<file path="config.mk">
export PLATFORM = sky130hd
export DESIGN_NAME = mpeg4_vol_size_parser_core
export DESIGN_NICKNAME = d
export VERILOG_FILES = /design/src/rtl/mvsp_pkg.sv /design/src/rtl/mvsp_bit_step.sv /design/src/rtl/mvsp_byte_unit.sv /design/src/rtl/mpeg4_vol_size_parser_core.sv
export SDC_FILE = /design/constraint.sdc
export NUM_CORES = 1
export LEC_CHECK = 0
export BUFFER_PORTS_ARGS = -buffer_cell sky130_fd_sc_hd__buf_2
export CELL_PAD_IN_SITES_DETAIL_PLACEMENT = 1
export CELL_PAD_IN_SITES_GLOBAL_PLACEMENT = 1
export CORE_MARGIN = 2
export CORE_UTILIZATION = 40
export CTS_CLUSTER_DIAMETER = 40
export DETAILED_ROUTE_END_ITERATION = 10
export GPL_TIMING_DRIVEN = 0
export PLACE_DENSITY = 0.76
export REMOVE_ABC_BUFFERS = 1
export SYNTH_ARGS = -nofsm -noshare
export SYNTH_HDL_FRONTEND = slang
export SYNTH_SLANG_ARGS = --single-unit
</file>
<file path="constraint.sdc">
create_clock -name aclk -period 38.5 [get_ports aclk]
set_input_delay 5.775 -clock aclk [delete_from_list [all_inputs] [get_ports aclk]]
set_output_delay 5.775 -clock aclk [all_outputs]
set_load 0.03 [all_outputs]
</file>
<file path="src/rtl/mvsp_pkg.sv">
`timescale 1ns / 1ps
`default_nettype none

package mvsp_pkg;

    typedef enum logic [4:0] {
        PH_SCAN,
        PH_RA_TYPE,
        PH_OLID,
        PH_VERID,
        PH_ASPECT,
        PH_PAR,
        PH_CTRL,
        PH_CHROMA,
        PH_VBVFLAG,
        PH_VBV,
        PH_SHAPE,
        PH_RES,
        PH_MARK1,
        PH_FIXED,
        PH_INCR,
        PH_MARK2,
        PH_WIDTH,
        PH_MARK3,
        PH_HEIGHT,
        PH_DONE
    } mvsp_phase_t;

    typedef struct packed {
        mvsp_phase_t phase;
        logic [6:0]  bits_left;
        logic [15:0] acc;
        logic [4:0]  incr_bits;
        logic [12:0] width_hold;
    } mvsp_state_t;

    localparam logic [31:0] VOL_CODE_MASK = 32'h0000_000F;
    localparam logic [31:0] VOL_CODE_BASE = 32'h0000_0120;
    localparam logic [31:0] WINDOW_RESET  = 32'hFFFF_FFFF;
    localparam logic [3:0]  ASPECT_EXT    = 4'd15;
    localparam logic [6:0]  RA_TYPE_BITS  = 7'd9;
    localparam logic [6:0]  VERID_BITS    = 7'd7;
    localparam logic [6:0]  ASPECT_BITS   = 7'd4;
    localparam logic [6:0]  PAR_BITS      = 7'd16;
    localparam logic [6:0]  CHROMA_BITS   = 7'd3;
    localparam logic [6:0]  VBV_BITS      = 7'(15 + 1 + 15 + 1 + 15 + 1 + 3 + 11 + 1 + 15 + 1);
    localparam logic [6:0]  SHAPE_BITS    = 7'd3;
    localparam logic [6:0]  RES_BITS      = 7'd16;
    localparam logic [6:0]  SIZE_BITS     = 7'd13;
    localparam logic [6:0]  FLAG_BITS     = 7'd1;

    localparam mvsp_state_t STATE_RESET = '{
        phase:      PH_SCAN,
        bits_left:  7'd0,
        acc:        16'd0,
        incr_bits:  5'd0,
        width_hold: 13'd0
    };

    function automatic mvsp_state_t enter_phase(input mvsp_state_t st,
                                                input mvsp_phase_t ph,
                                                input logic [6:0] nbits);
        mvsp_state_t r;
        r           = st;
        r.phase     = ph;
        r.bits_left = nbits;
        r.acc       = '0;
        return r;
    endfunction

    // number of significant bits, 0 for zero
    function automatic logic [4:0] bit_length16(input logic [15:0] v);
        logic [4:0] n;
        n = '0;
        for (int i = 0; i < 16; i++) begin
            if (v[i]) begin
                n = 5'(i + 1);
            end
        end
        return n;
    endfunction

endpackage

`default_nettype wire

</file>
<file path="src/rtl/mvsp_bit_step.sv">
`timescale 1ns / 1ps
`default_nettype none

module mvsp_bit_step (
    input  mvsp_pkg::mvsp_state_t st_i,
    input  logic                  bit_i,
    output mvsp_pkg::mvsp_state_t st_o,
    output logic                  hit_o
);
    import mvsp_pkg::*;

    logic [15:0] acc_n;
    logic [6:0]  bl_n;
    logic [4:0]  res_len;
    mvsp_state_t st_sh;

    always_comb begin
        acc_n   = {st_i.acc[14:0], bit_i};
        bl_n    = (st_i.bits_left != 7'd0) ? st_i.bits_left - 7'd1 : 7'd0;
        res_len = bit_length16(acc_n - 16'd1);
        st_sh           = st_i;
        st_sh.acc       = acc_n;
        st_sh.bits_left = bl_n;
        st_o  = st_i;
        hit_o = 1'b0;
        // scanning and finished phases consume no header bits
        if (st_i.phase != PH_SCAN && st_i.phase != PH_DONE) begin
            st_o = st_sh;
            if (bl_n == 7'd0) begin
                case (st_i.phase)
                    PH_RA_TYPE: st_o = enter_phase(st_sh, PH_OLID, FLAG_BITS);
                    PH_OLID: begin
                        if (acc_n[0]) st_o = enter_phase(st_sh, PH_VERID, VERID_BITS);
                        else          st_o = enter_phase(st_sh, PH_ASPECT, ASPECT_BITS);
                    end
                    PH_VERID:   st_o = enter_phase(st_sh, PH_ASPECT, ASPECT_BITS);
                    PH_ASPECT: begin
                        if (acc_n[3:0] == ASPECT_EXT) begin
                            st_o = enter_phase(st_sh, PH_PAR, PAR_BITS);
                        end else begin
                            st_o = enter_phase(st_sh, PH_CTRL, FLAG_BITS);
                        end
                    end
                    PH_PAR:     st_o = enter_phase(st_sh, PH_CTRL, FLAG_BITS);
                    PH_CTRL: begin
                        if (acc_n[0]) st_o = enter_phase(st_sh, PH_CHROMA, CHROMA_BITS);
                        else          st_o = enter_phase(st_sh, PH_SHAPE, SHAPE_BITS);
                    end
                    PH_CHROMA:  st_o = enter_phase(st_sh, PH_VBVFLAG, FLAG_BITS);
                    PH_VBVFLAG: begin
                        if (acc_n[0]) st_o = enter_phase(st_sh, PH_VBV, VBV_BITS);
                        else          st_o = enter_phase(st_sh, PH_SHAPE, SHAPE_BITS);
                    end
                    PH_VBV:     st_o = enter_phase(st_sh, PH_SHAPE, SHAPE_BITS);
                    PH_SHAPE:   st_o = enter_phase(st_sh, PH_RES, RES_BITS);
                    PH_RES: begin
                        st_o = enter_phase(st_sh, PH_MARK1, FLAG_BITS);
                        st_o.incr_bits = (res_len == 5'd0) ? 5'd1 : res_len;
                    end
                    PH_MARK1:   st_o = enter_phase(st_sh, PH_FIXED, FLAG_BITS);
                    PH_FIXED: begin
                        if (acc_n[0]) begin
                            st_o = enter_phase(st_sh, PH_INCR, {2'b00, st_i.incr_bits});
                        end else begin
                            st_o = enter_phase(st_sh, PH_MARK2, FLAG_BITS);
                        end
                    end
                    PH_INCR:    st_o = enter_phase(st_sh, PH_MARK2, FLAG_BITS);
                    PH_MARK2:   st_o = enter_phase(st_sh, PH_WIDTH, SIZE_BITS);
                    PH_WIDTH: begin
                        st_o = enter_phase(st_sh, PH_MARK3, FLAG_BITS);
                        st_o.width_hold = acc_n[12:0];
                    end
                    PH_MARK3:   st_o = enter_phase(st_sh, PH_HEIGHT, SIZE_BITS);
                    PH_HEIGHT: begin
                        st_o.phase = PH_DONE;
                        hit_o      = 1'b1;
                    end
                    default:    st_o.phase = PH_DONE;
                endcase
            end
        end
    end

endmodule

`default_nettype wire

</file>
<file path="src/rtl/mvsp_byte_unit.sv">
`timescale 1ns / 1ps
`default_nettype none

module mvsp_byte_unit (
    input  mvsp_pkg::mvsp_state_t st_i,
    input  logic [31:0]           win_i,
    input  logic [7:0]            byte_i,
    output mvsp_pkg::mvsp_state_t st_o,
    output logic [31:0]           win_o,
    output logic                  hit_o
);
    import mvsp_pkg::*;

    mvsp_state_t chain [0:8];
    logic [7:0]  hits;
    logic [31:0] win_sh;

    assign chain[0] = st_i;

    // msb first; once the height completes the later steps just hold
    for (genvar k = 0; k < 8; k++) begin : g_step
        mvsp_bit_step u_step (
            .st_i  (chain[k]),
            .bit_i (byte_i[7 - k]),
            .st_o  (chain[k + 1]),
            .hit_o (hits[k])
        );
    end

    always_comb begin
        win_sh = {win_i[23:0], byte_i};
        st_o   = chain[8];
        win_o  = win_i;
        hit_o  = |hits;
        if (st_i.phase == PH_SCAN) begin
            win_o = win_sh;
            hit_o = 1'b0;
            st_o  = st_i;
            if ((win_sh & ~VOL_CODE_MASK) == VOL_CODE_BASE) begin
                st_o = enter_phase(st_i, PH_RA_TYPE, RA_TYPE_BITS);
            end
        end
    end

endmodule

`default_nettype wire

</file>
<file path="src/rtl/mpeg4_vol_size_parser_core.sv">
// a taken byte is registered in in_byte_reg and parsed once the output register is free;
//   its result, if any, is registered in the output register and shows on m_tvalid
// throughput: one byte per cycle unless a result waits on m_tready, eight header bits walked per byte in one pass
// a result per buffer: found with size on the last height bit, else found=0 on tlast
// reset (aresetn low, synchronous) clears the input and output valid flags and rearms the scan
`timescale 1ns / 1ps
`default_nettype none

module mpeg4_vol_size_parser_core (
    input  wire logic        aclk,
    input  wire logic        aresetn,
    input  wire logic        s_tvalid,
    output logic             s_tready,
    input  wire logic [7:0]  s_tdata,   // data_byte[7:0]
    input  wire logic        s_tlast,   // last_byte
    output logic             m_tvalid,
    input  wire logic        m_tready,
    output logic [31:0]      m_tdata,   // frame_width[12:0], frame_height[25:13]
    output logic             m_tuser    // found
);
    import mvsp_pkg::*;

    logic        in_vld_reg, in_vld_next;
    logic [7:0]  in_byte_reg;
    logic        in_last_reg;
    mvsp_state_t st_reg, st_next, st_proc;
    logic [31:0] win_reg, win_next, win_proc;
    logic        hit;
    logic        out_vld_reg, out_vld_next;
    logic [31:0] out_data_reg, out_data_next;
    logic        out_found_reg, out_found_next;
    logic        can_proc, proc, emit;

    mvsp_byte_unit u_byte (
        .st_i   (st_reg),
        .win_i  (win_reg),
        .byte_i (in_byte_reg),
        .st_o   (st_proc),
        .win_o  (win_proc),
        .hit_o  (hit)
    );

    assign can_proc = !out_vld_reg || m_tready;
    assign proc     = in_vld_reg && can_proc;
    assign s_tready = !in_vld_reg || can_proc;
    assign m_tvalid = out_vld_reg;
    assign m_tdata  = out_data_reg;
    assign m_tuser  = out_found_reg;

    always_comb begin
        in_vld_next = in_vld_reg;
        if (s_tready) begin
            in_vld_next = s_tvalid;
        end else if (proc) begin
            in_vld_next = 1'b0;
        end

        st_next  = st_reg;
        win_next = win_reg;
        if (proc) begin
            if (in_last_reg) begin
                st_next  = STATE_RESET;
                win_next = WINDOW_RESET;
            end else begin
                st_next  = st_proc;
                win_next = win_proc;
            end
        end

        // a buffer that ends without a header still gets one found=0 result
        emit = hit || (in_last_reg && st_proc.phase != PH_DONE);
        out_vld_next   = out_vld_reg;
        out_data_next  = out_data_reg;
        out_found_next = out_found_reg;
        if (can_proc) begin
            out_vld_next   = proc && emit;
            out_found_next = hit;
            out_data_next  = hit ? {6'd0, st_proc.acc[12:0], st_proc.width_hold}
                                 : 32'd0;
        end
    end

    always_ff @(posedge aclk) begin
        if (!aresetn) begin
            in_vld_reg  <= 1'b0;
            out_vld_reg <= 1'b0;
            st_reg      <= STATE_RESET;
            win_reg     <= WINDOW_RESET;
        end else begin
            in_vld_reg  <= in_vld_next;
            out_vld_reg <= out_vld_next;
            st_reg      <= st_next;
            win_reg     <= win_next;
        end
    end

    always_ff @(posedge aclk) begin
        if (s_tready && s_tvalid) begin
            in_byte_reg <= s_tdata;
            in_last_reg <= s_tlast;
        end
        out_data_reg  <= out_data_next;
        out_found_reg <= out_found_next;
    end

    a_last_rearms: assert property (@(posedge aclk) disable iff (!aresetn)
        proc && in_last_reg |=> st_reg.phase == PH_SCAN && win_reg == WINDOW_RESET)
        else $error("parser did not rearm after the last byte");

    a_not_found_zero: assert property (@(posedge aclk) disable iff (!aresetn)
        m_tvalid && !m_tuser |-> m_tdata == 32'd0)
        else $error("size fields nonzero on a not-found result");

    a_in_held: assert property (@(posedge aclk) disable iff (!aresetn)
        in_vld_reg && !can_proc |=> in_vld_reg && $stable(in_byte_reg))
        else $error("input byte dropped while output stalled");

    a_done_quiet: assert property (@(posedge aclk) disable iff (!aresetn)
        proc && st_reg.phase == PH_DONE && !in_last_reg |=> !m_tvalid)
        else $error("result after header already reported");

endmodule

`default_nettype wire

</file>
---- After elaboration in Yosys (flattened, before gate mapping) ----
Index checks and enable logic that the tools add are counted.
cells by class
  add/sub/neg operators ................... 16
  eq/ne operators ......................... 164
  mux-type cells .......................... 248
  reduce and logical (&&, ||, !) cells .... 72
operators with widths
  cell                     number
  $pmux W41 S12            8
  $mux W46                 19
  $mux W43                 16
  $pmux W5 S17             8
  $mux W5                  128
  $mux W45                 8
  $mux W44                 8
  $mux W42                 8
  $eq A5 B4 Y1 const B     64
  $eq A5 B3 Y1 const B     32
  $sub A16 B1 Y16 const B  8
  $eq A5 B5 Y1 const B     24
  $eq A5 B2 Y1 const B     16
  $logic_not A7 Y1         8
  $mux W7                  8
  $reduce_bool A7 Y1       8
  $sub A7 B1 Y7 const B    8
  $mux W24                 2
  $logic_not A5 Y1         9
  $ne A5 B5 Y1 const B     9
  $eq A5 B1 Y1 const B     8
  $reduce_bool A5 Y1       8
  $reduce_or A5 Y1         8
  $mux W1                  35
  11 further kinds         42
storage, ports and cells
  register bits after elaboration ......... 113
  input port bits ......................... 13
  output and inout port bits .............. 35
  word-level logic and storage cells ...... 514

---- Depth between registers and ports, before layout ----
Gate-level depths: netlist of run 1.
  word-level depth ........................ 181
  gate-level depth with buffers ........... 83
  mapped depth without buffers ............ 68

---- Modules after synthesis ----
Synthesis of run 1 repeated with hierarchy kept, for this count alone.
second synthesis, totals
  cells, all modules ...................... 3328
  area total of the unflattened synthesis .. 21957.3 um2
by module, submodules not included
  module                                       instances  cells an instance  area each (um2)  seq. area each (um2)
  mvsp_bit_step (u_byte.g_step[2].u_step ...)  5          330                2011.9           0.0
  mpeg4_vol_size_parser_core                   1          448                4779.6           2682.6
  mvsp_bit_step (u_byte.g_step[0].u_step ...)  2          319                1990.7           0.0
  mvsp_bit_step (u_byte.g_step[7].u_step)      1          335                2006.9           0.0
  mvsp_byte_unit                               1          257                1129.8           0.0

---- Worst setup path before layout of run 1 ----
Ideal clock, no wire load.
  path kind ............................... register to register
  start ................................... register st_reg[34] (netlist bit)
  end ..................................... register st_reg[13] (netlist bit)
  library setup time ...................... 69 ps
  arrival ................................. 15646 ps
  required time ........................... 38431 ps
  setup slack ............................. 22785 ps
  stages on the path, launching flop included .. 77
  path buffers ............................ 16
  clock period less this slack ............ 15715 ps
  cells stage by stage .................... dfxtp_1 -> clkbuf_1 -> inv_1 -> ha_1 -> or4bb_1 -> mux2i_1 -> o221ai_2 -> buf_2 -> buf_2 -> buf_2 -> o211ai_1 -> o21ai_1 -> ha_1 -> a31oi_1 -> nand2_1 -> o2111a_1 -> and3_1 -> o21ai_1 -> [41 not listed] -> nor3b_1 -> o41ai_2 -> o22ai_1 -> nand3_1 -> buf_2 -> clkbuf_1 -> a31o_2 -> inv_1 -> ha_1 -> clkbuf_1 -> o221ai_1 -> nor4b_1 -> a22oi_1 -> and3_1 -> nor3b_1 -> a21oi_1 -> a2111o_1 -> o21ai_1
on the way
  cells in the longest elaborated chain, start to end .. 88
  elaborated cells on any way between the ends .. 385
  those cells by class .................... 15 x add/sub; 132 x eq/ne; 187 x mux; 51 x reduce/logical
RTL lines
  item                                                 RTL line                          text
  start, declared                                      mpeg4_vol_size_parser_core.sv:26  mvsp_state_t st_reg, st_next, st_proc;
  start signal, assigned                               mpeg4_vol_size_parser_core.sv:92  st_reg <= st_next;
  $sub A7 B1 Y7 or $reduce_bool A7 Y1 (tied branches)  mvsp_bit_step.sv:19               bl_n = (st_i.bits_left != 7'd0) ? st_i.bits_left - 7'd1 : 7'd0;
  $mux W7                                              mvsp_bit_step.sv:19
  $logic_not A7 Y1                                     mvsp_bit_step.sv:29               if (bl_n == 7'd0) begin
  $mux W46                                             mvsp_bit_step.sv:29
  $mux W46 (*)                                         mvsp_bit_step.sv:27               if (st_i.phase != PH_SCAN && st_i.phase != PH_DONE) begin
  $sub A16 B1 Y16                                      mvsp_bit_step.sv:20               res_len = bit_length16(acc_n - 16'd1);
  $mux W5 (15 in series)                               mvsp_pkg.sv:76                    if (v[i]) begin
  $logic_not A5 Y1                                     mvsp_bit_step.sv:58               st_o.incr_bits = (res_len == 5'd0) ? 5'd1 : res_len;
  [44 not listed]                                      -
  $mux W5 (15 in series)                               mvsp_pkg.sv:76
  $logic_not A5 Y1                                     mvsp_bit_step.sv:58
  $mux W5                                              mvsp_bit_step.sv:58
  $pmux W41 S12                                        mvsp_bit_step.sv:30               case (st_i.phase)
  $mux W46                                             mvsp_bit_step.sv:29
  $mux W46 (*)                                         mvsp_bit_step.sv:27
  $mux W46 (*)                                         mvsp_byte_unit.sv:35              if (st_i.phase == PH_SCAN) begin
  $mux W46 (*)                                         mpeg4_vol_size_parser_core.sv:61  if (in_last_reg) begin
Mark *: on every way between the ends. The rest lies on a longest branch, timed or not. The select of a mux whose other input is x is not followed.
A chain may end at the register's enable or synchronous reset.

---- Worst setup path after layout of run 1 ----
  start ................................... register st_reg[43] (netlist bit)
  end ..................................... register out_data_reg[4] (netlist: m_tdata[4]) (data pin)
on the way
  cells in the longest elaborated chain, start to end .. 72
  elaborated cells on any way between the ends .. 402
  those cells by class .................... 12 x add/sub; 158 x eq/ne; 179 x mux; 53 x reduce/logical
RTL lines
  item                                                                   RTL line                             text
  $eq A5 B4 Y1, or another cell as far along                             mvsp_bit_step.sv:30
  $reduce_or A5 Y1 (no source line) or $reduce_or A2 Y1 (tied branches)  -
  $pmux W41 S12                                                          mvsp_bit_step.sv:30
  $mux W46                                                               mvsp_bit_step.sv:29
  $mux W46                                                               mvsp_bit_step.sv:27
  $sub A16 B1 Y16, or another cell as far along                          mvsp_bit_step.sv:20
  $mux W5 or $mux W7 (tied branches)                                     mvsp_pkg.sv:76, mvsp_bit_step.sv:19
  $mux W5 or $logic_not A7 Y1 (tied branches)                            mvsp_pkg.sv:76, mvsp_bit_step.sv:29
  [56 not listed]                                                        -
  $mux W46                                                               mvsp_bit_step.sv:27
  $sub A7 B1 Y7 or $reduce_bool A7 Y1 (tied branches)                    mvsp_bit_step.sv:19
  $mux W7                                                                mvsp_bit_step.sv:19
  $logic_not A7 Y1                                                       mvsp_bit_step.sv:29
  $mux W1                                                                mvsp_bit_step.sv:29
  $mux W1                                                                mvsp_bit_step.sv:27
  $reduce_or A8 Y1                                                       mvsp_byte_unit.sv:34                 hit_o = |hits;
  $mux W1                                                                mvsp_byte_unit.sv:35
  end signal, assigned                                                   mpeg4_vol_size_parser_core.sv:102    out_data_reg <= out_data_next;
  end, declared                                                          mpeg4_vol_size_parser_core.sv:30     logic [31:0] out_data_reg, out_data_next;
Parallel ways exist; a longest one is shown, timed or not. The select of a mux whose other input is x is not followed.

==> impl_metrics.env, run 1 <==
export IMPL_first_pass_iters=5
export IMPL_synth_top_area_cell="a21oi_1"
export IMPL_cts_sink_count=107
export IMPL_critPathMaxFanout=57
export IMPL_cts_buffer_depth=2
export IMPL_finalClockSkew_ns=0.00966
export IMPL_clock_fmax_mhz=43.0
export IMPL_path_clk_slew_ns=0.08
export IMPL_fp_dieArea_mm2=0.0599
export IMPL_crit_buf_inv=1
export IMPL_port_buffers=41
export IMPL_clk_insertion_delay_late_ns=0.37
export IMPL_ys_warn_count=0
export IMPL_use_met1_pct=49.2
export IMPL_synth_top_area_share_pct=6.22
export IMPL_finalSetupTns_ns=0
export IMPL_cts_resized=0
export IMPL_top_usage_layer="met2"
export IMPL_slowest_delay_ns=1.18
export IMPL_avgSynthCellArea_um2=6.68
export IMPL_synth_cell_area_mm2=0.0232
export IMPL_drv_slew=0
export IMPL_required_ns=38.57
export IMPL_htree_levels=3
export IMPL_grt_total_usage_pct=36.8
export IMPL_synthTopCellsByCount="nand2_1, nor2_1, a21oi_1, o21ai_0, clkbuf_1"
export IMPL_grt_pass1_wl_mm=175
export IMPL_antenna_found_initial=1
export IMPL_worstSetupPathType="flip-flop to flip-flop"
export IMPL_synth_cells=3466
export IMPL_ys_seq_elements=107
export IMPL_grt_ovfl_total=0
export IMPL_yosys_top_cells_area="a21oi_1, dfxtp_1, nand2_1"
export IMPL_cts_inserted_buffers=9
export IMPL_finalCoreUtilization_pct=41.6
export IMPL_yosysSeqAreaShare_pct=10.8
export IMPL_cap_violations=0
export IMPL_core_mm2=0.0575
export IMPL_crit_arrival_ns=23.32
export IMPL_ctsHoldBuffers=0
export IMPL_critPathSlowestCell="nand3_1"
export IMPL_avgRoutedWirePerCell_um=28.5
export IMPL_start_util_pct=40.3
export IMPL_post_place_ws_ns=16.39
export IMPL_yosysUniqueCellTypes=135
export IMPL_setup_viol=0
export IMPL_synth_edff_count=36
export IMPL_async_flop_share_pct=0
export IMPL_place_gp_congestion=1.03
export IMPL_outcome="completed"
export IMPL_setup_worst_path_end_class="flip-flop"
export IMPL_ant_nets=0
export IMPL_cts_setup_buffers=0
export IMPL_yosysMostFrequentCell="nand2_1"
export IMPL_final_nets=3324
export IMPL_worst_pin_slew_ns=1.37
export IMPL_hold_violations=0
export IMPL_largest_reg_flops=45
export IMPL_grt_pass1_vias=28400
export IMPL_via_per_inst=7.43
export IMPL_grtUsageMet3_pct=6.65
export IMPL_area_delta_synth_final_pct=3.20
export IMPL_crit_path_start_kind="flip-flop"
export IMPL_synth_ff_type="dfxtp_1"
export IMPL_setup_slack_ns=15.25
export IMPL_hp_class="flip-flop to flip-flop"
export IMPL_wl_mm=116
export IMPL_place_hpwl_mm=88.8
export IMPL_die_h_um=245
export IMPL_die_w_um=245
export IMPL_io_pins=48
export IMPL_grt_max_degree=60
export IMPL_finalCritPeriodShare_pct=60.4
export IMPL_root_buffer="clkbuf_16"
export IMPL_drtIter0Drc=3613
export IMPL_cts_tree="done"
export IMPL_dr_total_vias=30100
export IMPL_finalCriticalPeriod_ns=23.25
export IMPL_global_route_usage_met2_pct=56.2
export IMPL_rows=88
export IMPL_rsz0062_at_grt="false"
export IMPL_crit_family="compound AO/OA/AOI/OAI gates"
export IMPL_drc=0
export IMPL_relSlewSlack_pct=8.20
export IMPL_final_layout_size_suffix_gt1_share_pct=8.47
## metal layers
| layer | part of all wire (%) | wire length, µm |
|---|---|---|
| met4 | 5.7 | 6600 |
| met1 | 41 | 47800 |
| met2 | 43 | 49800 |
| met3 | 9.8 | 11400 |
| met5 | 0 | 0 |
## per-stage QoR
step	cells	area [µm²]	hold WS, ns
2_1_floorplan	3210	22000	0.441
3_3_place_gp	4016	23100	0.459
3_5_place_dp	4032	23500	0.467
4_1_cts	4048	23900	0.487
5_1_grt	4048	23900	0.518
6_report	4051	23900	0.485
## worst paths after layout
| path | from | to | slack (ns) | depth (start not counted) |
|---|---|---|---|---|
| max | st_reg[43]$_SDFFE_PN0P_ | m_tdata[4]$_SDFFCE_PN0P_ | 15.25 | 51 |
| min | win_reg[17]$_SDFFE_PN1P_ | win_reg[17]$_SDFFE_PN1P_ | 0.48 | 2 |
| max reg2reg | st_reg[43]$_SDFFE_PN0P_ | m_tdata[4]$_SDFFCE_PN0P_ | 15.25 | 51 |
| min reg2reg | win_reg[17]$_SDFFE_PN1P_ | win_reg[17]$_SDFFE_PN1P_ | 0.48 | 2 |
## cell type report
class,count,area (µm²)
antenna,3,7.51
clock buffer,10,250
clock inverter,6,75.1
fill,7511,33600
inverter,65,244
multi-input combinational,3038,19300
sequential,107,2500
tap,765,957
timing repair buffer,57,532
## tightest hold or removal path, stage by stage, from the launching register on
cell and delay [ns]:
dfxtp_1 0.33, o22ai_1 0.07, nand2_1 0.06
## layout by cell type (no fill, tap or decap), types with 31 or more instances in the layout
cell,count
nand2_1,370
nor2_1,337
a21oi_1,287
o21ai_0,216
nand3_1,127
nor3_1,115
o22ai_1,95
a31oi_1,75
dfxtp_1,71
a211oi_1,60
o211ai_1,60
nor4_1,58
inv_1,56
a22oi_1,54
and2_1,53
mux2i_1,50
o31ai_1,48
a21o_1,42
and3_1,41
xnor2_1,41
o21a_1,41
buf_2,41
or3_1,39
edfxtp_1,36
nand4_1,34
o21ai_1,33
ha_1,33
nor2b_1,31
## cells by family after synthesis
group / after synthesis / share of synthesized area, %
AOI/OAI and AO/OA: 1493 / 46.2
muxes: 73 / 3.28
xor gates and xnor gates: 59 / 2.23
DFF: 107 / 10.8
buffers and inverters: 326 / 6.29
other: 1 / 0.0162
and+or+nand+nor: 1373 / 29.4
adders and majority gates: 34 / 1.83
Power of run 1 is left out: the tool's default activity adds up to more than one toggle a clock period on the data nets, which glitch-free logic cannot reach.
==> inputs of run 2 (changes only) <==
--- a/config.mk
+++ b/config.mk
@@ -13,7 +13,7 @@
 export CTS_CLUSTER_DIAMETER = 40
 export DETAILED_ROUTE_END_ITERATION = 10
 export GPL_TIMING_DRIVEN = 0
-export PLACE_DENSITY = 0.76
+export PLACE_DENSITY = 0.78
 export REMOVE_ABC_BUFFERS = 1
 export SYNTH_ARGS = -nofsm -noshare
 export SYNTH_HDL_FRONTEND = slang
==> constraint.sdc (replaced) <==
create_clock -name aclk -period 18.6 [get_ports aclk]
set_input_delay 2.79 -clock aclk [delete_from_list [all_inputs] [get_ports aclk]]
set_output_delay 2.79 -clock aclk [all_outputs]
set_load 0.03 [all_outputs]
==> impl_metrics.env, run 2 (same netlist as run 1, synthesis figures left out) <==
export IMPL_critPathMaxFanout=25
export IMPL_wl_mm=120
export IMPL_final_nets=3343
export IMPL_final_common_cell="nand2_1"
export IMPL_port_buffers=41
export IMPL_regToRegSetupSlack_ns=0.58
export IMPL_cts_tree="done"
export IMPL_cts_buffer_depth=2
export IMPL_first_pass_iters=6
export IMPL_finalCritPeriodShare_pct=96.9
export IMPL_rr_worst_depth=58
export IMPL_place_hpwl_mm=91.3
export IMPL_fp_dieArea_mm2=0.0599
export IMPL_setup_worst_path_end_class="flip-flop"
export IMPL_outcome="completed"
export IMPL_layout_common_cells="nand2_1, nor2_1, a21oi_1"
export IMPL_core_mm2=0.0575
export IMPL_die_h_um=245
export IMPL_antenna_found_initial=0
export IMPL_worst_pin_slew_ns=1.34
export IMPL_clock_fmax_mhz=55.5
export IMPL_die_w_um=245
export IMPL_grt_pass1_vias=28600
export IMPL_layout_cells_non_filler=4072
export IMPL_design_area_mm2=0.0243
export IMPL_drv_slew=0
export IMPL_cts_inserted_buffers=9
export IMPL_dpl_cell_area_mm2=0.0235
export IMPL_holdPathStages=2
export IMPL_r2r_start="in_byte_reg[7]$_DFFE_PP_"
export IMPL_crit_arrival_ns=18.21
export IMPL_cts_sink_count=107
export IMPL_setup_viol=0
export IMPL_hp_start="win_reg[22]$_SDFFE_PN1P_"
export IMPL_via_per_inst=7.44
export IMPL_grt_ovfl_total=0
export IMPL_area_delta_synth_final_pct=5.01
export IMPL_final_layout_size_suffix_gt1_share_pct=10.2
export IMPL_avgRoutedWirePerCell_um=29.6
export IMPL_hold_violations=0
export IMPL_cap_violations=0
export IMPL_htree_levels=3
export IMPL_required_ns=18.79
export IMPL_finalCriticalPeriod_ns=18.02
export IMPL_finalSetupTns_ns=0
export IMPL_hp_class="flip-flop to flip-flop"
export IMPL_rows=88
export IMPL_ant_nets=0
export IMPL_setup_slack_ns=0.576
export IMPL_root_buffer="clkbuf_16"
export IMPL_finalClockSkew_ns=0.0117
export IMPL_crit_path_start_kind="flip-flop"
export IMPL_cp_common_cell="ha_1"
export IMPL_slowest_delay_ns=0.97
export IMPL_io_pins=48
export IMPL_holdPathEnd="win_reg[22]$_SDFFE_PN1P_"
export IMPL_timing_rr_end="m_tvalid$_SDFFE_PN0P_"
export IMPL_start_util_pct=40.3
export IMPL_relSlewSlack_pct=9.75
export IMPL_path_clk_slew_ns=0.09
export IMPL_dr_total_vias=30300
export IMPL_grt_total_usage_pct=38.1
export IMPL_grt_pass1_wl_mm=180
export IMPL_drc=0
export IMPL_grt_max_degree=60
export IMPL_largest_reg_flops=45
export IMPL_drtIter0Drc=4051
export IMPL_critPathSlowestCell="edfxtp_1"
export IMPL_place_gp_congestion=1.04
export IMPL_worstSetupPathType="flip-flop to flip-flop"
export IMPL_dpl_cell_count=4032
export IMPL_clk_insertion_delay_late_ns=0.37
export IMPL_post_place_ws_ns=-3.66
[run 2: worst max-delay path by stage]
stage / end / cells after the start / start / slack (ns)
final: m_tvalid$_SDFFE_PN0P_ / 58 / in_byte_reg[7]$_DFFE_PP_ / 0.58
after global routing: st_reg[13]$_SDFFE_PN0P_ / 60 / in_byte_reg[7]$_DFFE_PP_ / -0.05
after CTS: m_tdata[24]$_SDFFCE_PN0P_ / 56 / st_reg[34]$_SDFFE_PN0P_ / 0.01
after detailed placement: st_reg[10]$_SDFFE_PN0P_ / 54 / st_reg[43]$_SDFFE_PN0P_ / -3.66
after global placement: m_tvalid$_SDFFE_PN0P_ / 48 / st_reg[45]$_SDFFE_PN0P_ / -10.57
after floorplan: m_tdata[15]$_SDFFCE_PN0P_ / 47 / st_reg[45]$_SDFFE_PN0P_ / -0.83
[run 2: metal layers]
layer | track usage [%] | vias up | routed length [µm]
met4 | 18.5 | 0 | 6290
met3 | 7.47 | 381 | 12900
met5 | 0 | - | 0
met2 | 58.5 | 1841 | 52000
li1 | - | 13300 | -
met1 | 51.0 | 14800 | 49100
[run 2: through the flow]
stage               hold WS [ns]  utilization (%)
floorplan                  0.441                -
global placement           0.453             40.3
detailed placement         0.464             40.9
CTS                        0.486             41.9
global route               0.507             42.3
finish                     0.481             42.3
[run 2: timing repair]
item / 4_1_cts / 5_1_grt
pin swaps: 4 / 7
hold buffers: 0 / 0
hold endpoints to repair: 0 / 0
buffers inserted: 6 / 4
cloned: 6 / 3
endpoints found under the setup margin: 73 / 73
resized for setup: 30 / 38
[run 2: layout make-up]
| type | count | area, µm² |
|---|---|---|
| fillers | 7500 | 33100 |
| multi-input cells | 3047 | 19700 |
| flip-flops and latches | 107 | 2510 |
| well taps | 765 | 957 |
| repair buffers | 67 | 581 |
| inverters | 65 | 244 |
| clock buffers | 9 | 225 |
| clock inverters | 7 | 83.8 |
| diodes | 5 | 12.5 |
[run 2: worst max-delay path: cells and delay by family, from the launching register on]
| family | cells | cell delay [ns] |
|---|---|---|
| flops | 1 | 0.97 |
| simple gates | 18 | 5.15 |
| buf+inv | 4 | 0.99 |
| compound gates | 30 | 8.96 |
| fa+ha+maj | 6 | 1.65 |
Power of run 2 is left out for the same reason.
